## src/rtl/core/tfq_pkg.sv

```systemverilog
// Package for the telemetry frame queue: operation and status codes, controller states,
// controller/datapath command and status structs, and the fixed field widths.
// Depends on nothing; used by every module of the block.
`default_nettype none

package tfq_pkg;

	localparam int QUEUE_SLOTS_DEF = 16;
	localparam int CHANNELS        = 6;
	localparam int WORD_W          = 32;
	localparam int OP_W            = 2;
	localparam int PEND_W          = 4;
	localparam int WIDX_W          = 3;
	localparam int S_DATA_W        = 200;
	localparam int M_DATA_W        = 72;

	localparam logic [WORD_W-1:0] TAIL_MARKER = 32'h7F80_0000;
	localparam logic [WIDX_W-1:0] LAST_WIDX   = WIDX_W'(CHANNELS);

	typedef enum logic [OP_W-1:0] {
		OP_PUSH = 2'd0,
		OP_SEND = 2'd1,
		OP_DONE = 2'd2
	} op_t;

	typedef enum logic [1:0] {
		ST_DONE    = 2'd0,
		ST_DROPPED = 2'd1,
		ST_NOTHING = 2'd2
	} status_t;

	typedef enum logic [0:0] {
		S_IDLE = 1'b0,
		S_EMIT = 1'b1
	} state_t;

	typedef logic [CHANNELS-1:0][WORD_W-1:0] frame_t;

	typedef struct packed {
		logic accept;
		logic emit_word;
	} cmd_t;

	typedef struct packed {
		logic out_free;
		logic send_ok;
		logic word_last;
	} sts_t;

endpackage

`default_nettype wire

```

## src/rtl/core/tfq_ctrl.sv

```systemverilog
// Controller of the telemetry frame queue: sequences item acceptance and frame emission.
// Depends on tfq_pkg; drives the datapath through tfq_pkg::cmd_t.
`default_nettype none

module tfq_ctrl (
	input  wire                          clk,
	input  wire                          arst_n,
	input  wire                          in_valid,
	input  wire  [tfq_pkg::OP_W-1:0]     in_op,
	output logic                         in_ready,
	input  tfq_pkg::sts_t                sts,
	output tfq_pkg::cmd_t                cmd
);

	tfq_pkg::state_t state_q;
	tfq_pkg::state_t state_n;

	always_ff @(posedge clk or negedge arst_n) begin
		if (!arst_n) begin
			state_q <= tfq_pkg::S_IDLE;
		end else begin
			state_q <= state_n;
		end
	end

	always_comb begin
		state_n       = state_q;
		in_ready      = 1'b0;
		cmd.accept    = 1'b0;
		cmd.emit_word = 1'b0;
		unique case (state_q)
			tfq_pkg::S_IDLE: begin
				in_ready = sts.out_free;
				if (in_valid && sts.out_free) begin
					cmd.accept = 1'b1;
					if (in_op == tfq_pkg::OP_SEND && sts.send_ok) begin
						state_n = tfq_pkg::S_EMIT;
					end
				end
			end
			tfq_pkg::S_EMIT: begin
				if (sts.out_free) begin
					cmd.emit_word = 1'b1;
					if (sts.word_last) begin
						state_n = tfq_pkg::S_IDLE;
					end
				end
			end
			default: begin
				state_n = tfq_pkg::S_IDLE;
			end
		endcase
	end

endmodule

`default_nettype wire

```

## src/rtl/core/tfq_datapath.sv

```systemverilog
// Datapath of the telemetry frame queue: frame store, ring pointers, overflow counter,
// busy flag, word sequencer and output register. Depends on tfq_pkg.
`default_nettype none

module tfq_datapath #(
	parameter int QUEUE_SLOTS = tfq_pkg::QUEUE_SLOTS_DEF
) (
	input  wire                              clk,
	input  wire                              arst_n,
	input  wire  [tfq_pkg::OP_W-1:0]         in_op,
	input  wire  [tfq_pkg::S_DATA_W-1:0]     in_data,
	input  tfq_pkg::cmd_t                    cmd,
	output tfq_pkg::sts_t                    sts,
	output logic                             out_valid,
	input  wire                              out_ready,
	output logic [tfq_pkg::M_DATA_W-1:0]     out_data,
	output logic                             out_last,
	output logic                             out_is_word
);

	localparam int PTR_W = $clog2(QUEUE_SLOTS);

	tfq_pkg::frame_t mem_q [QUEUE_SLOTS];
	tfq_pkg::frame_t row_q;
	tfq_pkg::frame_t row_in;

	logic [PTR_W-1:0] head_q, tail_q, head_n, tail_n, head_adv, tail_adv;
	logic [tfq_pkg::WORD_W-1:0] ovf_q, ovf_n;
	logic busy_q, busy_n;
	logic [tfq_pkg::WIDX_W-1:0] widx_q;
	logic link_ready, empty, full, send_go, wr_en;
	tfq_pkg::status_t res_status;
	logic [PTR_W:0] span;
	logic [PTR_W+4:0] span_ext;
	logic [tfq_pkg::PEND_W-1:0] pending;
	logic [tfq_pkg::WORD_W-1:0] word_sel;

	logic out_valid_q, last_q, is_word_q;
	logic [tfq_pkg::WORD_W-1:0] word_q, ovf_out_q;
	tfq_pkg::status_t status_q;
	logic [tfq_pkg::PEND_W-1:0] pending_q;
	logic busy_out_q;
	logic load_res;

	assign row_in     = in_data[tfq_pkg::CHANNELS*tfq_pkg::WORD_W-1:0];
	assign link_ready = in_data[tfq_pkg::CHANNELS*tfq_pkg::WORD_W];

	assign head_adv = (head_q == PTR_W'(QUEUE_SLOTS - 1)) ? '0 : head_q + 1'b1;
	assign tail_adv = (tail_q == PTR_W'(QUEUE_SLOTS - 1)) ? '0 : tail_q + 1'b1;
	assign empty    = (head_q == tail_q);
	assign full     = (head_adv == tail_q);

	always_comb begin
		head_n     = head_q;
		tail_n     = tail_q;
		ovf_n      = ovf_q;
		busy_n     = busy_q;
		send_go    = 1'b0;
		wr_en      = 1'b0;
		res_status = tfq_pkg::ST_NOTHING;
		if (cmd.accept) begin
			unique case (in_op)
				tfq_pkg::OP_PUSH: begin
					if (full) begin
						ovf_n      = ovf_q + 1'b1;
						res_status = tfq_pkg::ST_DROPPED;
					end else begin
						wr_en      = 1'b1;
						head_n     = head_adv;
						res_status = tfq_pkg::ST_DONE;
					end
				end
				tfq_pkg::OP_SEND: begin
					if (!busy_q && !empty && link_ready) begin
						busy_n  = 1'b1;
						send_go = 1'b1;
					end
				end
				tfq_pkg::OP_DONE: begin
					if (!empty) begin
						tail_n     = tail_adv;
						res_status = tfq_pkg::ST_DONE;
					end
					busy_n = 1'b0;
				end
				default: begin
					res_status = tfq_pkg::ST_NOTHING;
				end
			endcase
		end
	end

	always_comb begin
		span = {1'b0, head_n} - {1'b0, tail_n};
		if (head_n < tail_n) begin
			span = span + (PTR_W+1)'(QUEUE_SLOTS);
		end
		span_ext = (PTR_W+5)'(span);
		pending  = (span_ext > (PTR_W+5)'(15)) ? 4'd15 : span_ext[tfq_pkg::PEND_W-1:0];
	end

	assign word_sel = (widx_q == tfq_pkg::LAST_WIDX) ? tfq_pkg::TAIL_MARKER : row_q[widx_q];

	assign sts.out_free  = !out_valid_q || out_ready;
	assign sts.send_ok   = !busy_q && !empty && link_ready;
	assign sts.word_last = (widx_q == tfq_pkg::LAST_WIDX);

	assign load_res = cmd.accept && !send_go;

	always_ff @(posedge clk) begin
		if (wr_en) begin
			mem_q[head_q] <= row_in;
		end
		if (send_go) begin
			row_q <= mem_q[tail_q];
		end
	end

	always_ff @(posedge clk or negedge arst_n) begin
		if (!arst_n) begin
			head_q      <= '0;
			tail_q      <= '0;
			ovf_q       <= '0;
			busy_q      <= 1'b0;
			widx_q      <= '0;
			out_valid_q <= 1'b0;
		end else begin
			head_q <= head_n;
			tail_q <= tail_n;
			ovf_q  <= ovf_n;
			busy_q <= busy_n;
			if (send_go) begin
				widx_q <= '0;
			end else if (cmd.emit_word) begin
				widx_q <= widx_q + 1'b1;
			end
			if (load_res || cmd.emit_word) begin
				out_valid_q <= 1'b1;
			end else if (out_ready) begin
				out_valid_q <= 1'b0;
			end
		end
	end

	always_ff @(posedge clk) begin
		if (load_res) begin
			is_word_q  <= 1'b0;
			word_q     <= '0;
			last_q     <= 1'b1;
			status_q   <= res_status;
			pending_q  <= pending;
			ovf_out_q  <= ovf_n;
			busy_out_q <= busy_n;
		end else if (cmd.emit_word) begin
			is_word_q  <= 1'b1;
			word_q     <= word_sel;
			last_q     <= sts.word_last;
			status_q   <= tfq_pkg::ST_DONE;
			pending_q  <= pending;
			ovf_out_q  <= ovf_q;
			busy_out_q <= busy_q;
		end
	end

	assign out_valid   = out_valid_q;
	assign out_last    = last_q;
	assign out_is_word = is_word_q;
	assign out_data    = {1'b0, busy_out_q, ovf_out_q, pending_q, status_q, word_q};

endmodule

`default_nettype wire

```

## src/rtl/core/telemetry_frame_queue.sv

```systemverilog
// Top level of the telemetry frame queue: a ring of frames sent out as seven-word bursts.
// Depends on tfq_pkg, tfq_ctrl and tfq_datapath.
//
//   Channel   Dir  tdata                                      tuser           tlast
//   s_axis    in   chan_one..chan_six, link_ready             operation       -
//   m_axis    out  frame_word, status, pending, overflow,     is_frame_word   last
//                  busy_res
//
// A push, a completion or a refused send is accepted and its beat is ready the next cycle.
// After the frame row is read, a successful send gives seven beats, one per cycle unless
// stalled, paced by the single output register and the word sequencer; no item is taken meanwhile.
// Reset clears pointers, overflow counter and busy flag; the frame store is not cleared.
// A stalled output holds its beat and closes the input until the register is freed.
`default_nettype none

module telemetry_frame_queue #(
	parameter int QUEUE_SLOTS = tfq_pkg::QUEUE_SLOTS_DEF
) (
	input  wire                              clk,
	input  wire                              arst_n,
	input  wire                              s_axis_tvalid,
	output logic                             s_axis_tready,
	// chan_one [31:0] .. chan_six [191:160], link_ready [192], zero padding above.
	input  wire  [tfq_pkg::S_DATA_W-1:0]     s_axis_tdata,
	// operation [1:0].
	input  wire  [tfq_pkg::OP_W-1:0]         s_axis_tuser,
	output logic                             m_axis_tvalid,
	input  wire                              m_axis_tready,
	// frame_word [31:0], status [33:32], pending [37:34], overflow_count [69:38],
	// busy_res [70], zero padding [71].
	output logic [tfq_pkg::M_DATA_W-1:0]     m_axis_tdata,
	// is_frame_word [0].
	output logic                             m_axis_tuser,
	output logic                             m_axis_tlast
);

	tfq_pkg::cmd_t cmd;
	tfq_pkg::sts_t sts;

	tfq_ctrl u_ctrl (
		.clk      (clk),
		.arst_n   (arst_n),
		.in_valid (s_axis_tvalid),
		.in_op    (s_axis_tuser),
		.in_ready (s_axis_tready),
		.sts      (sts),
		.cmd      (cmd)
	);

	tfq_datapath #(
		.QUEUE_SLOTS (QUEUE_SLOTS)
	) u_datapath (
		.clk         (clk),
		.arst_n      (arst_n),
		.in_op       (s_axis_tuser),
		.in_data     (s_axis_tdata),
		.cmd         (cmd),
		.sts         (sts),
		.out_valid   (m_axis_tvalid),
		.out_ready   (m_axis_tready),
		.out_data    (m_axis_tdata),
		.out_last    (m_axis_tlast),
		.out_is_word (m_axis_tuser)
	);

endmodule

`default_nettype wire
```

## config.mk

```make
export PLATFORM = sky130hd
export DESIGN_NAME = telemetry_frame_queue
export DESIGN_NICKNAME = d
export VERILOG_FILES = /design/src/rtl/core/tfq_pkg.sv /design/src/rtl/core/tfq_ctrl.sv /design/src/rtl/core/tfq_datapath.sv /design/src/rtl/core/telemetry_frame_queue.sv
export SDC_FILE = /design/constraint.sdc
export NUM_CORES = 2
export LEC_CHECK = 0
export ABC_AREA = 1
export BUFFER_PORTS_ARGS = -buffer_cell sky130_fd_sc_hd__buf_4
export CAP_MARGIN = 20
export CORE_MARGIN = 3
export CORE_UTILIZATION = 38
export DETAILED_ROUTE_END_ITERATION = 6
export PLACE_DENSITY = 0.51
export SETUP_SLACK_MARGIN = 0.4
export SLEW_MARGIN = 20
export SYNTH_ARGS = -nofsm -noshare
export SYNTH_HDL_FRONTEND = slang
export SYNTH_SLANG_ARGS = --single-unit
```

## constraint.sdc

```tcl
create_clock -name clk -period 12.77 [get_ports clk]
set_input_delay 1.9155 -clock clk [delete_from_list [all_inputs] [get_ports clk]]
set_output_delay 1.9155 -clock clk [all_outputs]
set_load 0.02 [all_outputs]
```

Word level (Yosys, flattened, before mapping)
Memories as Yosys holds them, arrays and structs flattened. A register that Yosys moved wholly into a read port is not among the register bits.
Index checks and enable logic that the tools add are counted.
Word-level totals
  register bits after elaboration: 119
  bits in writable memories: 3072
  memories kept: 1
Memories
  u_datapath.mem_q: depth 16, width 192, rd ports 1, clocked after memory_dff 1, wr ports 1, RTL line tfq_datapath.sv:23  | tfq_pkg::frame_t mem_q [QUEUE_SLOTS];
Cells by class
  bitwise operators: 1
  equal/unequal tests: 7
  $lt $le $gt $ge: 3
  add/sub/neg operators: 6
  reductions and logical operators: 15
  multiplexer cells: 53
Operators with widths (number)
  $mux 32: 7
  $bmux 32 s3: 1
  $mux 4: 11
  $add 32x1->32 const B: 1
  $mux 1: 24
  $add 4x1->4 const B: 2
  $eq 4x4->1: 2
  $eq 4x4->1 const B: 2
  $mux 2: 4
  $mux 3: 2
  $reduce_bool 2->1: 3
  $add 5x5->5 const B: 1
  $gt 5x4->1 const B: 1
  $logic_and 1x1->1: 5
  $mux 5: 1
  $sub 4x4->5: 1
  $logic_not 1->1: 4
  $lt 3x4->1 const B: 1
  $lt 4x4->1: 1
  $pmux 1 s2: 2
  $pmux 2 s2: 1
  $add 3x1->3 const B: 1
  $eq 3x3->1 const B: 1
  $eq 2x1->1 const B: 1
  other kinds (4): 5

Longest topological paths before layout
  depth after elaboration: 13
  depth in mapped cells: 20

Hierarchy
A second synthesis with hierarchy kept.
Second synthesis, totals
  cells, all modules: 9657
  area, all modules: 130438.9 sq um
By module, submodules not included
  tfq_datapath: sequential area each 100991.9 sq um, area each 130358.8 sq um, times used 1, cells each 9642
  tfq_ctrl: sequential area each 25.0 sq um, area each 80.1 sq um, times used 1, cells each 15

Worst setup path before layout
No wires, ideal clock.
  kind: input port to flip-flop
  start: in s_axis_tuser[0] in the netlist's numbering
  end: mem u_datapath.mem_q[11][0] in the netlist's numbering (enable)
  arrival time: 10.672 ns
  setup slack: 1.351 ns
  cell stages on the path: 6
  path through: inv_1 -> ha_1 -> nand4_2 -> nor2_4 -> nand2_1 -> nor2_1
Between the ends
  cells in the longest elaborated chain, start to end: 5
RTL lines
  start: declaration: RTL line telemetry_frame_queue.sv:26  | input wire [tfq_pkg::OP_W-1:0] s_axis_tuser,
  $logic_not 2->1: RTL line tfq_datapath.sv:62  | unique case (in_op)
  $mux 1: RTL line tfq_datapath.sv:62
  $mux 1: RTL line tfq_datapath.sv:61  | if (cmd.accept) begin
  $mux 1: RTL line tfq_datapath.sv:111  | if (wr_en) begin
  $mux 1 (implied by the code): RTL line tfq_datapath.sv:112  | mem_q[head_q] <= row_in;
  end: declaration: RTL line tfq_datapath.sv:23
No other way between the ends.

Final worst setup path
  start: reg u_datapath.tail_q[2]
  end: mem u_datapath.mem_q[9][102] in the netlist's numbering (enable)
Between the ends
  cells in the longest elaborated chain, start to end: 6
RTL lines
  start: declaration: RTL line tfq_datapath.sv:27  | logic [PTR_W-1:0] head_q, tail_q, head_n, tail_n, head_adv, tail_adv;
  start signal: assignment: RTL line tfq_datapath.sv:129  | tail_q <= tail_n;
  $eq 4x4->1: RTL line tfq_datapath.sv:51  | assign full = (head_adv == tail_q);
  $mux 1: RTL line tfq_datapath.sv:64  | if (full) begin
  $mux 1: RTL line tfq_datapath.sv:62
  $mux 1: RTL line tfq_datapath.sv:61
  $mux 1: RTL line tfq_datapath.sv:111
  $mux 1 (implied by the code): RTL line tfq_datapath.sv:112
No other way between the ends.

==> impl_results.rst <==
.. list-table::
   :header-rows: 1

   * - Metric
     - Value
   * - Post-detailed-routing wire length
     - ~420 mm
   * - Layout cells sized above 1
     - between 10 and 15%
   * - Routed wire length per instance
     - roughly 29 um
   * - Maximum fanout along the worst path
     - 63
   * - Hold path startpoint
     - u_datapath.word_q[10]$_SDFFE_PP0P_
   * - PwrDens
     - 216 mW/mm^2
   * - Worst Setup Path Type
     - reg2reg
   * - Area of the core
     - approximately 0.34 mm^2
   * - Vias in the first global route
     - ~79000
   * - Flip-flop and latch count after synthesis
     - roughly 3400
   * - Post-synthesis cell area
     - about 0.13 mm^2
   * - DRC Markers
     - 0
   * - Clock Path Buffers
     - 4
   * - Starting DRT DRC Count
     - 9148
   * - Xor and xnor area share after synthesis
     - 0.132%
   * - Post-CTS Resized
     - 0
   * - Synth Warn #
     - 0
   * - Outcome
     - complete, no violations
   * - Post-CTS setup-driven buffer insertion count
     - 0
   * - R2r worst-path depth
     - 13
   * - Proportion of synthesized chip area in sequential cells
     - between 70 and 80%
   * - Max-slew headroom at the worst pin
     - about a fifth
   * - Family of cells with the greatest summed delay on the critical path
     - buffers and inverters
   * - CP Depth
     - 13
   * - Share of Yosys cell area claimed by the top area cell type
     - 75.9%
   * - Total of endpoints with negative setup slack in the final report
     - 0
   * - Post-Synth Simple-Gate Area
     - 10.9%
   * - Tightest Pin Transition
     - roughly 1.2 ns
   * - Y dimension of the die
     - 592 um
   * - Clk root buf
     - sky130_fd_sc_hd__clkbuf_16
   * - Worst Path Required
     - 13.29 ns
   * - Hold violation total from the final report
     - 0
   * - Area of the multi-input gates
     - ~0.026 mm^2
   * - Cell with the most instances after synthesis
     - sky130_fd_sc_hd__edfxtp_1
   * - Post-synth top area cell
     - sky130_fd_sc_hd__edfxtp_1
   * - Std cell rows
     - roughly 210
   * - Part of the cycle the worst path needs
     - 44.8%
   * - Number of distinct library cells after synthesis
     - 49
   * - Number of buffers created by CTS
     - around 360
   * - Number of nets in the synthesized netlist
     - 9828
   * - Buffer and inverter count on the worst path
     - 5
   * - Accumulated negative setup slack
     - 0 ns
   * - Most instantiated cells after synthesis
     - sky130_fd_sc_hd__edfxtp_1, sky130_fd_sc_hd__nand2_1, sky130_fd_sc_hd__o21ai_0
   * - Path class of the lowest-slack min-delay path
     - reg2reg
   * - Clock Pin Slew Worst Setup and Hold Paths
     - around 0.06 ns
   * - Top post-synthesis cells by area
     - sky130_fd_sc_hd__edfxtp_1, sky130_fd_sc_hd__nand2_1, sky130_fd_sc_hd__o21ai_0, sky130_fd_sc_hd__nor2_1, sky130_fd_sc_hd__nand3_1
   * - FF-to-FF End
     - u_datapath.mem_q[9][102]$_DFFE_PP_
   * - Via density per instance
     - around 5.7
   * - Cell count after synthesis
     - about 9600
   * - Width of the die
     - ~590 um
   * - Number of iterations in the first detailed-routing pass
     - 7
   * - Post-synthesis mux area share
     - 0%
   * - Post-layout minimum cycle time
     - roughly 5.7 ns
   * - Most frequently used flop master after synthesis
     - sky130_fd_sc_hd__edfxtp_1
   * - Static leakage power
     - ~50 nW
   * - Post-synthesis share of cell area spent on full adders, half adders and majority gates
     - less than 1%
   * - Share of flip-flops with an asynchronous set or reset after synthesis
     - under 10%
   * - Half-perimeter wire length after placement
     - roughly 220 mm
   * - Final Total Pwr
     - about 0.032 W
   * - Critical path startpoint category
     - flop
   * - RSZ-0062 raised after global routing
     - false
   * - First-pass GRT wire length
     - 590 mm
   * - Most utilized layer in the global route result
     - met2
   * - Routability cong.
     - 0.816
   * - Fin Clk Skew
     - 0.0559 ns
   * - Largest family of logic cells by synthesized area
     - simple AND/OR/NAND/NOR gates
   * - Vias after detailed routing
     - 83179
   * - Delay contributed by the slowest stage of the critical path
     - a little under 0.9 ns
   * - End of the critical path
     - u_datapath.mem_q[9][102]$_DFFE_PP_
   * - Critical path, cell by cell
     - inv_8 > nand2_1 > nand2_1 > nand2_1 > nand2_1 > inv_2 > nand3_4 > inv_2 > nor2_4 > nand2_1 > nor2_4 > buf_4 > buf_4
   * - Overflow left after global routing
     - 0
   * - Highest clock rate
     - between 0.15 and 0.2 GHz
   * - Met2 usage in global routing
     - 36.3%
   * - Worst setup EP type
     - flop
   * - Total die area
     - 0.351 mm^2
   * - Maximum number of pins on one net before global-route repair
     - 216
   * - Met3 Track Usage GR
     - 4.24%
   * - Post-synthesis to final-layout area growth
     - 14.0%
   * - Max capacitance violation total
     - 0
   * - Fin. max-slew vios
     - 0
   * - Initial cell density of the core
     - a little under two fifths
   * - Reg area
     - 0.101 mm^2
   * - Cell mode on critical path
     - sky130_fd_sc_hd__nand2_1
   * - Fraction of the mapped netlist area in compound gates
     - roughly 8.9%
   * - CTS tree
     - done
   * - Worst-Skew Late Latency
     - between 0.9 and 1 ns
   * - Net count reported at finish
     - roughly 10000
   * - Antenna violations before repair
     - between 70 and 80
   * - Minimum setup slack among reg-to-reg paths
     - slightly above 7 ns
   * - Fillers
     - just over 30000
   * - Start point of the critical path
     - u_datapath.tail_q[2]$_DFF_PN0_
   * - Number of sinks on the clock net
     - roughly 3400
   * - Peak supply drop
     - approximately 0.00015 V
   * - Mapped Avg Cell Area
     - roughly 14 um^2
   * - CTS hold repair buffers
     - 0
   * - Worst EP arrival
     - around 6.3 ns
   * - Count of input and output buffers
     - 273
   * - Number of enable-type register cells in the synthesized netlist
     - approximately 3300
   * - CP max stage cell
     - sky130_fd_sc_hd__buf_4
   * - FF-to-FF Start
     - u_datapath.tail_q[2]$_DFF_PN0_
   * - H-Tree Depth
     - 5
   * - Met1 capacity usage during global routing
     - 32.6%
   * - I/O pin count
     - around 280
   * - Overall track demand over capacity in global routing
     - around 23%
   * - Antenna-violating nets left
     - 0
-- worst min path at each step --
stage / endpoint / slack (ns) / depth (start not counted)
finish: u_datapath.word_q[10]$_SDFFE_PP0P_ / 0.45 / 2
global route: u_datapath.word_q[10]$_SDFFE_PP0P_ / 0.47 / 2
CTS: u_datapath.word_q[10]$_SDFFE_PP0P_ / 0.45 / 2
detailed placement: u_datapath.word_q[10]$_SDFFE_PP0P_ / 0.44 / 2
global placement: u_datapath.word_q[10]$_SDFFE_PP0P_ / 0.44 / 2
floorplan: u_ctrl.state_q$_DFF_PN0_ / 0.49 / 2
-- logic make-up after synthesis --
group,count (synthesis)
and+or+nand+nor,3404
DFF,3383
AOI/OAI and AO/OA,1956
buffers and inverters,828
xor gates and xnor gates,18
adders and majority gates,16
other,1
-- where the power goes --
group	internal (W)	switching [W]	total [W]
clock	0.00580	0.00433	0.0101
combinational	0.00227	0.00684	0.00912
sequential	0.0127	0.000279	0.0130
-- layout by cell type, fill, tap and decap left out, types with 245 or more instances in the layout --
cell,instances
sky130_fd_sc_hd__a21oi_1,275
sky130_fd_sc_hd__buf_4,436
sky130_fd_sc_hd__clkbuf_16,370
sky130_fd_sc_hd__edfxtp_1,3303
sky130_fd_sc_hd__nand2_1,1636
sky130_fd_sc_hd__nand3_1,548
sky130_fd_sc_hd__nand4_1,245
sky130_fd_sc_hd__nor2_1,914
sky130_fd_sc_hd__o21ai_0,1006
sky130_fd_sc_hd__o221ai_1,251
-- layout make-up --
class / instances / share of cell area [%]
clock buffer: 449 / 6.44
tap: 4536 / 3.81
clock inverter: 213 / 1.17
sequential: 3383 / 67.8
inverter: 183 / 0.497
multi-input combinational: 5395 / 17.8
timing repair buffer: 454 / 2.43
antenna: 28 / 0.0470
-- per-stage QoR --
| stage | utilization [%] | std cells | setup slack, ns | hold slack [ns] | area (um^2) |
|---|---|---|---|---|---|
| floorplan | - | 9606 | 1.35 | 0.492 | 131000 |
| global placement | 40.3 | 13949 | 6.47 | 0.440 | 138000 |
| detailed placement | 40.3 | 13949 | 6.49 | 0.438 | 138000 |
| CTS | 43.6 | 14611 | 7.01 | 0.453 | 149000 |
| global route | 43.6 | 14622 | 6.84 | 0.472 | 149000 |
| finish | 43.7 | 14641 | 7.05 | 0.448 | 149000 |
-- layer usage --
layer | part of all wire (%) | wire length (um) | vias up
li1 | - | - | 36228
met1 | 43 | 179000 | 42871
met2 | 46 | 191000 | 3375
met3 | 7.8 | 32600 | 647
met4 | 3.6 | 15000 | 58
met5 | 0.097 | 405 | -
-- worst register-to-register path, stage by stage (launching register included) --
cell and delay, ns:
sky130_fd_sc_hd__dfrtp_4 0.70, sky130_fd_sc_hd__inv_8 0.56, sky130_fd_sc_hd__nand2_1 0.17, sky130_fd_sc_hd__nand2_1 0.13
sky130_fd_sc_hd__nand2_1 0.06, sky130_fd_sc_hd__nand2_1 0.11, sky130_fd_sc_hd__inv_2 0.07, sky130_fd_sc_hd__nand3_4 0.15
sky130_fd_sc_hd__inv_2 0.11, sky130_fd_sc_hd__nor2_4 0.22, sky130_fd_sc_hd__nand2_1 0.30, sky130_fd_sc_hd__nor2_4 0.87
sky130_fd_sc_hd__buf_4 0.88, sky130_fd_sc_hd__buf_4 0.88
-- sequential cells by signal, summed over array words and instances (netlist names) --
signal                  cells
u_datapath.mem_q         3072
u_datapath.row_q          192
u_datapath.ovf_out_q       32
u_datapath.ovf_q           32
u_datapath.word_q          32
u_datapath.head_q           4
u_datapath.pending_q        4
u_datapath.tail_q           4
u_datapath.widx_q           3
u_datapath.status_q         2
u_ctrl.state_q              1
u_datapath.busy_out_q       1
u_datapath.busy_q           1
u_datapath.out_is_word      1
u_datapath.out_last         1
u_datapath.out_valid        1
Power figures use the tool's default switching activity.
